$ cat src/rtl/ssdg_pkg.sv
// Shared constants for the step/direction pulse generator.
`timescale 1ns / 1ps
package ssdg_pkg;

    // request kinds carried in the slave-side tuser
    localparam logic [2:0] REQ_TICK     = 3'd0;
    localparam logic [2:0] REQ_RUN_VEL  = 3'd1;
    localparam logic [2:0] REQ_MOVE_ABS = 3'd2;
    localparam logic [2:0] REQ_MOVE_REL = 3'd3;
    localparam logic [2:0] REQ_ENABLE   = 3'd4;
    localparam logic [2:0] REQ_DISABLE  = 3'd5;

    // configuration register indexes
    localparam logic [1:0] CFG_STEPS_PER_REV  = 2'd0;
    localparam logic [1:0] CFG_MIN_PERIOD_US  = 2'd1;
    localparam logic [1:0] CFG_PULSE_WIDTH_US = 2'd2;

    // register widths
    localparam int SPR_W = 16;
    localparam int MINP_W = 16;
    localparam int PW_W = 10;
    localparam int VEL_W = 32;

    // divider geometry: den = steps_per_rev * |velocity| fits 48 bits,
    // as does the rounding numerator 2*N + den
    localparam int DEN_W = SPR_W + VEL_W;
    localparam int CNT_W = $clog2(DEN_W);

    // twice 1e6 microseconds in Q16.16 (2 * 65536e6)
    localparam logic [DEN_W-1:0] NUM_US_Q16_X2 = 48'd131072000000;

    // reset values of the configuration registers
    localparam logic [SPR_W-1:0]  SPR_RESET  = 16'd200;
    localparam logic [MINP_W-1:0] MINP_RESET = 16'd100;
    localparam logic [PW_W-1:0]   PW_RESET   = 10'd5;

endpackage

$ cat src/rtl/stepper_step_dir_generator_top.sv
// Step/direction pulse generator: command sequencer and shared period divider.
// Tick, enable, disable and stop requests pass EXEC and EMIT into the output register;
// a run or move that starts motion also passes MUL, DINIT, the 48-step restoring divider
// in DIV that turns steps_per_rev * |velocity| into a period, and FIN.
// Throughput: one request at a time; the next is taken once the result is in the output
// register. Reset (i_rst_n low, synchronous) restores the register defaults and stops.
`timescale 1ns / 1ps
module stepper_step_dir_generator_top
    import ssdg_pkg::*;
#(
    parameter int PERIOD_BITS = 24,
    parameter int POS_BITS    = 32
) (
    input  logic                i_clk,
    input  logic                i_rst_n,
    // configuration write channel
    input  logic                i_cfg_valid,
    output logic                o_cfg_ready,
    input  logic [1:0]          i_cfg_addr,
    input  logic [15:0]         i_cfg_data,
    // request stream
    input  logic                i_s_axis_tvalid,
    output logic                o_s_axis_tready,
    input  logic [63:0]         i_s_axis_tdata,   // velocity[31:0], target_steps[63:32]
    input  logic [2:0]          i_s_axis_tuser,   // req_type[2:0]
    // result stream
    output logic                o_m_axis_tvalid,
    input  logic                i_m_axis_tready,
    // step_out, dir_out, enable_n_out, position, moving, period_us, zero fill
    output logic [((POS_BITS + PERIOD_BITS + 4 + 7) / 8) * 8 - 1:0] o_m_axis_tdata
);

    localparam int OUT_W = ((POS_BITS + PERIOD_BITS + 4 + 7) / 8) * 8;
    localparam logic [PERIOD_BITS-1:0] PERIOD_MAX = {PERIOD_BITS{1'b1}};
    localparam logic [CNT_W-1:0] DIV_LAST = CNT_W'(DEN_W - 1);

    // sequencer states
    localparam logic [2:0] S_IDLE  = 3'd0;
    localparam logic [2:0] S_EXEC  = 3'd1;
    localparam logic [2:0] S_MUL   = 3'd2;
    localparam logic [2:0] S_DINIT = 3'd3;
    localparam logic [2:0] S_DIV   = 3'd4;
    localparam logic [2:0] S_FIN   = 3'd5;
    localparam logic [2:0] S_EMIT  = 3'd6;

    logic [2:0]             r_state;
    logic [2:0]             r_req;
    logic [VEL_W-1:0]       r_vel;
    logic [31:0]            r_tgt;

    logic [SPR_W-1:0]       r_spr;
    logic [MINP_W-1:0]      r_minp;
    logic [PW_W-1:0]        r_pw;

    logic [POS_BITS-1:0]    r_pos;
    logic [POS_BITS-1:0]    r_target;
    logic                   r_free;
    logic                   r_run;
    logic                   r_dir;
    logic                   r_en_n;
    logic [PERIOD_BITS-1:0] r_period;
    logic [PERIOD_BITS-1:0] r_phase;
    logic [PW_W-1:0]        r_pulse;
    logic                   r_step;

    logic [VEL_W-1:0]       r_mag;
    logic [DEN_W-1:0]       r_den;
    logic [DEN_W-1:0]       r_rem;
    logic [DEN_W-1:0]       r_quo;
    logic [DEN_W:0]         r_div;
    logic [CNT_W-1:0]       r_cnt;

    logic                   r_ovalid;
    logic [OUT_W-1:0]       r_odata;

    // tick next values
    logic                   n_step;
    logic [PW_W-1:0]        n_pulse;
    logic [PERIOD_BITS-1:0] n_phase;
    logic [POS_BITS-1:0]    n_pos;
    logic                   n_dir;
    logic                   n_run;
    logic [PERIOD_BITS-1:0] n_period;
    logic [POS_BITS-1:0]    n_target;
    logic [PERIOD_BITS:0]   phase_inc;
    logic                   ev_dir;
    logic [PW_W-1:0]        pw_eff;

    // command decode
    logic [POS_BITS-1:0]    move_t;
    logic [VEL_W-1:0]       vel_abs;

    // divider step
    logic [DEN_W:0]         trial;
    logic [DEN_W:0]         diff;
    logic                   ge;

    // period finish
    logic [DEN_W-1:0]       lim;
    logic [DEN_W-1:0]       p_lim;
    logic [PERIOD_BITS-1:0] p_fin;

    logic                   s_accept;
    logic                   out_free;

    assign o_cfg_ready     = 1'b1;
    assign o_s_axis_tready = (r_state == S_IDLE);
    assign s_accept        = i_s_axis_tvalid && (r_state == S_IDLE);
    assign out_free        = !r_ovalid || i_m_axis_tready;
    assign o_m_axis_tvalid = r_ovalid;
    assign o_m_axis_tdata  = r_odata;

    assign pw_eff  = (r_pw == '0) ? PW_W'(1) : r_pw;
    assign vel_abs = r_vel[VEL_W-1] ? (~r_vel + VEL_W'(1)) : r_vel;
    assign move_t  = (r_req == REQ_MOVE_REL) ? (r_pos + r_tgt[POS_BITS-1:0])
                                             : r_tgt[POS_BITS-1:0];

    // one microsecond tick: pulse countdown first, then the period event
    always_comb begin
        n_step    = r_step;
        n_pulse   = r_pulse;
        n_phase   = r_phase;
        n_pos     = r_pos;
        n_dir     = r_dir;
        n_run     = r_run;
        n_period  = r_period;
        n_target  = r_target;
        phase_inc = {1'b0, r_phase} + (PERIOD_BITS + 1)'(1);
        ev_dir    = r_free ? r_dir : ($signed(r_target) > $signed(r_pos));
        if (r_step && r_pulse != '0) begin
            n_pulse = r_pulse - PW_W'(1);
            if (r_pulse == PW_W'(1)) begin
                n_step = 1'b0;
            end
        end
        if (r_period != '0) begin
            if (phase_inc >= {1'b0, r_period}) begin
                n_phase = '0;
                if (r_run) begin
                    if (!r_free && r_pos == r_target) begin
                        n_run    = 1'b0;
                        n_period = '0;
                        n_target = r_pos;
                    end else begin
                        n_dir   = ev_dir;
                        n_step  = 1'b1;
                        n_pulse = pw_eff;
                        n_pos   = ev_dir ? (r_pos + POS_BITS'(1)) : (r_pos - POS_BITS'(1));
                    end
                end
            end else begin
                n_phase = phase_inc[PERIOD_BITS-1:0];
            end
        end
    end

    // restoring divide step: quotient bits shift in below the dividend
    assign trial = {r_rem, r_quo[DEN_W-1]};
    assign diff  = trial - r_div;
    assign ge    = (trial >= r_div);

    // clamp the quotient to the lower limit and the largest period
    always_comb begin
        lim   = (r_minp == '0) ? DEN_W'(1) : DEN_W'(r_minp);
        p_lim = (r_quo < lim) ? lim : r_quo;
        p_fin = (p_lim > DEN_W'(PERIOD_MAX)) ? PERIOD_MAX : p_lim[PERIOD_BITS-1:0];
    end

    // configuration registers
    always_ff @(posedge i_clk) begin
        if (!i_rst_n) begin
            r_spr  <= SPR_RESET;
            r_minp <= MINP_RESET;
            r_pw   <= PW_RESET;
        end else if (i_cfg_valid) begin
            case (i_cfg_addr)
                CFG_STEPS_PER_REV:  r_spr  <= i_cfg_data;
                CFG_MIN_PERIOD_US:  r_minp <= i_cfg_data;
                CFG_PULSE_WIDTH_US: r_pw   <= i_cfg_data[PW_W-1:0];
                default: ;
            endcase
        end
    end

    // request capture and working registers (payload, no reset)
    always_ff @(posedge i_clk) begin
        if (s_accept) begin
            r_req <= i_s_axis_tuser;
            r_vel <= i_s_axis_tdata[31:0];
            r_tgt <= i_s_axis_tdata[63:32];
        end
        if (r_state == S_EXEC) begin
            r_mag <= vel_abs;
        end
        if (r_state == S_MUL) begin
            r_den <= DEN_W'(r_spr) * DEN_W'(r_mag);
        end
        if (r_state == S_DINIT) begin
            r_rem <= '0;
            r_quo <= NUM_US_Q16_X2 + r_den;
            r_div <= {r_den, 1'b0};
            r_cnt <= '0;
        end
        if (r_state == S_DIV) begin
            r_rem <= ge ? diff[DEN_W-1:0] : trial[DEN_W-1:0];
            r_quo <= {r_quo[DEN_W-2:0], ge};
            r_cnt <= r_cnt + CNT_W'(1);
        end
    end

    // sequencer and motion state
    always_ff @(posedge i_clk) begin
        if (!i_rst_n) begin
            r_state  <= S_IDLE;
            r_pos    <= '0;
            r_target <= '0;
            r_free   <= 1'b0;
            r_run    <= 1'b0;
            r_dir    <= 1'b0;
            r_en_n   <= 1'b1;
            r_period <= '0;
            r_phase  <= '0;
            r_pulse  <= '0;
            r_step   <= 1'b0;
        end else begin
            case (r_state)
                S_IDLE: begin
                    if (s_accept) begin
                        r_state <= S_EXEC;
                    end
                end
                S_EXEC: begin
                    r_state <= S_EMIT;
                    case (r_req)
                        REQ_TICK: begin
                            r_step   <= n_step;
                            r_pulse  <= n_pulse;
                            r_phase  <= n_phase;
                            r_pos    <= n_pos;
                            r_dir    <= n_dir;
                            r_run    <= n_run;
                            r_period <= n_period;
                            r_target <= n_target;
                        end
                        REQ_RUN_VEL: begin
                            if (r_vel == '0) begin
                                r_free   <= 1'b0;
                                r_run    <= 1'b0;
                                r_period <= '0;
                                r_phase  <= '0;
                                r_target <= r_pos;
                            end else begin
                                r_free   <= 1'b1;
                                r_dir    <= !r_vel[VEL_W-1];
                                r_target <= r_pos;
                                r_state  <= S_MUL;
                            end
                        end
                        REQ_MOVE_ABS, REQ_MOVE_REL: begin
                            r_free <= 1'b0;
                            if (move_t == r_pos || r_vel == '0) begin
                                r_run    <= 1'b0;
                                r_period <= '0;
                                r_phase  <= '0;
                                r_target <= r_pos;
                            end else begin
                                r_target <= move_t;
                                r_dir    <= ($signed(move_t) > $signed(r_pos));
                                r_state  <= S_MUL;
                            end
                        end
                        REQ_ENABLE: begin
                            r_en_n <= 1'b0;
                        end
                        REQ_DISABLE: begin
                            r_en_n   <= 1'b1;
                            r_free   <= 1'b0;
                            r_run    <= 1'b0;
                            r_period <= '0;
                            r_phase  <= '0;
                            r_target <= r_pos;
                        end
                        default: ;
                    endcase
                end
                S_MUL: begin
                    r_state <= S_DINIT;
                end
                S_DINIT: begin
                    r_state <= S_DIV;
                end
                S_DIV: begin
                    if (r_cnt == DIV_LAST) begin
                        r_state <= S_FIN;
                    end
                end
                S_FIN: begin
                    // zero denominator leaves the quotient huge, so it saturates
                    r_run <= 1'b1;
                    if (p_fin != r_period) begin
                        r_period <= p_fin;
                        r_phase  <= '0;
                    end
                    r_state <= S_EMIT;
                end
                S_EMIT: begin
                    if (out_free) begin
                        r_state <= S_IDLE;
                    end
                end
                default: begin
                    r_state <= S_IDLE;
                end
            endcase
        end
    end

    // output register: holds a result until its transfer
    always_ff @(posedge i_clk) begin
        if (!i_rst_n) begin
            r_ovalid <= 1'b0;
        end else if (r_state == S_EMIT && out_free) begin
            r_ovalid <= 1'b1;
        end else if (i_m_axis_tready) begin
            r_ovalid <= 1'b0;
        end
    end

    always_ff @(posedge i_clk) begin
        if (r_state == S_EMIT && out_free) begin
            r_odata <= OUT_W'({r_period, r_run, r_pos, r_en_n, r_dir, r_step});
        end
    end

endmodule
$ cat config.mk
export PLATFORM = sky130hd
export DESIGN_NAME = stepper_step_dir_generator_top
export DESIGN_NICKNAME = d
export VERILOG_FILES = /design/src/rtl/ssdg_pkg.sv /design/src/rtl/stepper_step_dir_generator_top.sv
export SDC_FILE = /design/constraint.sdc
export NUM_CORES = 2
export LEC_CHECK = 0
export BUFFER_PORTS_ARGS = -buffer_cell sky130_fd_sc_hd__buf_2
export CORE_MARGIN = 2
export CORE_UTILIZATION = 30
export CTS_BUF_LIST = sky130_fd_sc_hd__clkbuf_8
export DETAILED_ROUTE_END_ITERATION = 10
export HOLD_SLACK_MARGIN = 0.02
export PLACE_DENSITY = 0.45
export SYNTH_ARGS = -nofsm -noshare
export SYNTH_HDL_FRONTEND = slang
export SYNTH_SLANG_ARGS = --single-unit
$ cat constraint.sdc
create_clock -name i_clk -period 11.2 [get_ports i_clk]
set_clock_uncertainty 0.05 [all_clocks]
set_input_delay 1.12 -clock i_clk [delete_from_list [all_inputs] [get_ports i_clk]]
set_output_delay 1.12 -clock i_clk [all_outputs]
set_load 0.01 [all_outputs]
==> impl_metrics.csv <==
group,metric,value,unit
synth,netlist_instances,4853,
critical_path,cpPeakStageDelay,0.96,ns
global_route,overflow,0,
place,portBuffers,151,
floorplanning,dieHeight,395,um
route,routed_wl,141000,um
critical_path,path_cells,"nand2_1 -> fa_1 -> fa_1 -> inv_1 -> fa_1 -> fa_1 -> inv_1 -> fa_1 -> inv_1 -> fa_1 -> ha_1 -> a21o_1 -> a21o_1 -> a21oi_1 -> a21oi_1 -> a221o_1 -> a41oi_1 -> o21ai_0 -> a311oi_1 -> a211o_1 -> o21ai_0 -> xor2_1",
route,drt_iter0_drc,2098,
cells_and_area,fin_nets,5814,
critical_path,cpLargestDelayFamily,"adder cells",
sta,fin_setup_tns,0,ns
cts,cts-htree-levels,3,
sta,hold_violations,0,
cells_and_area,area_delta_synth_final,11.3,%
critical_path,worst_path_most_repeated_cell,"fa_1",
cts,cts_root_buffer,"clkbuf_8",
hold_path,hold_class,"reg2reg",
cts,clk_path_buf_depth,3,
floorplanning,rows,143,
critical_path,endpoint_kind,"register",
critical_path,worstPathArrival,8.21,ns
critical_path,path_max_fanout,33,
cells_and_area,layout_common_cells,"835 x nand2_1, 606 x inv_1, 421 x fa_1",
run_status,status,"completed",
synth,yosysSeqAreaShare,31.0,%
critical_path,start_kind,"register",
cells_and_area,drive_gt1_share,8.20,%
cts,clk_latency,0.86,ns
cts,cts_sinks,530,
place,place_congestion,0.845,
route,drc,0,
cts,cts_resized,0,
global_route,grt_pass1_vias,35000,
pwr,p_per_area,175,nW/um^2
route,via_count,34500,
synth,avgSynthCellArea,9.43,um^2
critical_path,critPathKind,"reg2reg",
sta,rsz0062_at_grt,"no",
sta,final-setup-viol-count,0,
sta,maxSlewViolCount,0,
cts,cts_tree,"done",
cts,cts_buffers,106,
synth,ys_ff_latch,530,
sta,period_share,69.0,%
floorplanning,core-area,152000,um^2
synth,synth_compound_area_share,11.8,%
synth,synth_top_family_by_area,"adder cells",
cells_and_area,multiInputGateArea,28700,um^2
place,placed_area,48700,um^2
global_route,grt_max_degree,64,
floorplanning,die-area,156000,um^2
floorplanning,io_pins,157,
global_route,grt_antenna_before_repair,4,
sta,slew_headroom,24.1,%
route,vias_per_cell,4.87,
critical_path,required,11.68,ns
sta,period_minus_slack,7.73,ns
synth,synth_edf_count,357,
cts,clkSlewWorstSetupHoldPaths,0.07,ns
sta,fmax,129,MHz
synth,synth.distinct_cells,103,
cells_and_area,stdcell_count,7082,
route,wire_per_inst,19.8,um
synth,muxShareOfSynthArea,2.47,%
synth,yosys.area_share.simple,16.2,%
route,first_pass_iters,5,
cts,postCtsSetupRepairBufs,0,
synth,synthFlopType,"edfxtp_1",
route,drtAntennaViolNets,0,
synth,synthAdderAreaFrac,27.7,%
pwr,p_leak,21.9,nW
global_route,grt_pass1_wl,215000,um
place,dp_hpwl,104000,um
cells_and_area,layout_commonest_cell,"nand2_1",
synth,synth-xor-area-share,4.31,%
pwr,ir_drop,0.000104,V
floorplanning,start_util,30.2,%
sta,worstMarginPinSlew,1.13,ns
synth,ys.warnings.count,0,
cells_and_area,seq_area,14200,um^2
floorplanning,die_x,395,um
global_route,grt_usage,17.9,%
synth,syn-cell-area,45800,um^2
place,dpl.cell_count,6887,
cells_and_area,final_area,51000,um^2
run,drv_cap,0,
cts,holdBufCountCts,0,
critical_path,critPathBufInv,3,
synth,async_reset_ff_share,0,%
cells_and_area,nFillCells,15900,
critical_path,critPathSlowestCell,"dfxtp_2",
[logic make-up after synthesis]
logic type | after synthesis
AND/OR/NAND/NOR | 1610
AO/OA/AOI/OAI | 830
buffers and inverters | 784
adder cells (fa/ha/maj) | 759
flip-flops | 530
XOR/XNOR | 225
multiplexers | 113
other | 2
[worst register-to-register path: stages, from the launching register on]
cell	delay, ns
dfxtp_2	0.96
nand2_1	0.20
fa_1	0.54
fa_1	0.52
inv_1	0.05
fa_1	0.46
fa_1	0.56
inv_1	0.06
fa_1	0.54
inv_1	0.06
fa_1	0.47
ha_1	0.38
a21o_1	0.19
a21o_1	0.16
a21oi_1	0.20
a21oi_1	0.13
a221o_1	0.36
a41oi_1	0.54
o21ai_0	0.20
a311oi_1	0.37
a211o_1	0.21
o21ai_0	0.11
xor2_1	0.15
[per-layer routing]
layer | GRT usage, % | routed length (um) | vias up | share of wire [%]
met5 | 0 | 0 | - | 0
met4 | 4.61 | 2950 | 0 | 2.1
met3 | 2.84 | 7660 | 158 | 5.5
met2 | 27.3 | 60600 | 778 | 43
met1 | 26.2 | 69300 | 17000 | 49
li1 | - | - | 16600 | -
[metrics by stage]
| step | total power, mW | util (%) | hold WS [ns] | setup slack, ns |
|---|---|---|---|---|
| 2_1_floorplan | 5.65 | - | 0.358 | 2.65 |
| 4_1_cts | 9.03 | 33.6 | 0.323 | 3.48 |
| 5_1_grt | 9.64 | 33.6 | 0.363 | 3.03 |
| 6_report | 8.92 | 33.6 | 0.343 | 3.47 |
| 3_5_place_dp | 6.81 | 32.1 | 0.375 | 3.49 |
| 3_3_place_gp | 6.82 | 32.1 | 0.373 | 3.54 |
[Yosys cell counts (40+ instances only)]
library cell  count  area, um^2
mux2i_1         112        1120
o21ai_0         154         771
xor2_1           71         622
ha_1            338        4230
nand2_1         837        3140
nor2_1          234         878
and2_1          156         976
o21a_1           40         300
inv_1           582        2180
dfxtp_1         173        3460
nand4_1          56         350
nand3_1          78         390
xnor2_1         154        1350
fa_1            421        8430
a21o_1          108         811
clkbuf_1        167         627
nor3_1           47         235
a21oi_1         243        1220
edfxtp_1        357       10700
[where the power goes]
| group | switching (mW) | internal (mW) | leakage, nW |
|---|---|---|---|
| clock | 0.976 | 1.16 | 1.22 |
| combinational | 2.41 | 1.67 | 16.0 |
| sequential | 0.240 | 2.46 | 4.68 |
[worst paths after layout]
check             slack [ns]   endpoint  startpoint  depth (start not counted)
setup / recovery        3.47  r_den[46]    r_spr[9]                         22
hold / removal          0.34   r_div[8]    r_den[7]                          0
setup reg to reg        3.47  r_den[46]    r_spr[9]                         22
hold reg to reg         0.34   r_div[8]    r_den[7]                          0
[registers in the layout, indices dropped and copies added, names as in the netlist, 3 cells and up]
signal	cells
r_state	3
r_pulse	10
r_pw	10
r_cnt	6
r_spr	16
r_minp	16
r_div	48
r_tgt	32
r_phase	24
r_rem	48
r_pos	32
r_period	24
r_mag	32
o_m_axis_tdata	60
r_vel	32
r_req	3
r_den	48
r_target	32
r_quo	48
[layout make-up]
class | instances | area share (%)
multi-input combinational | 3542 | 56.2
sequential | 530 | 27.8
tap | 2030 | 4.98
inverter | 582 | 4.29
clock buffer | 111 | 3.00
timing repair buffer | 203 | 2.25
clock inverter | 83 | 1.39
antenna | 1 | 0.00491
Power figures use the tool's default switching activity.
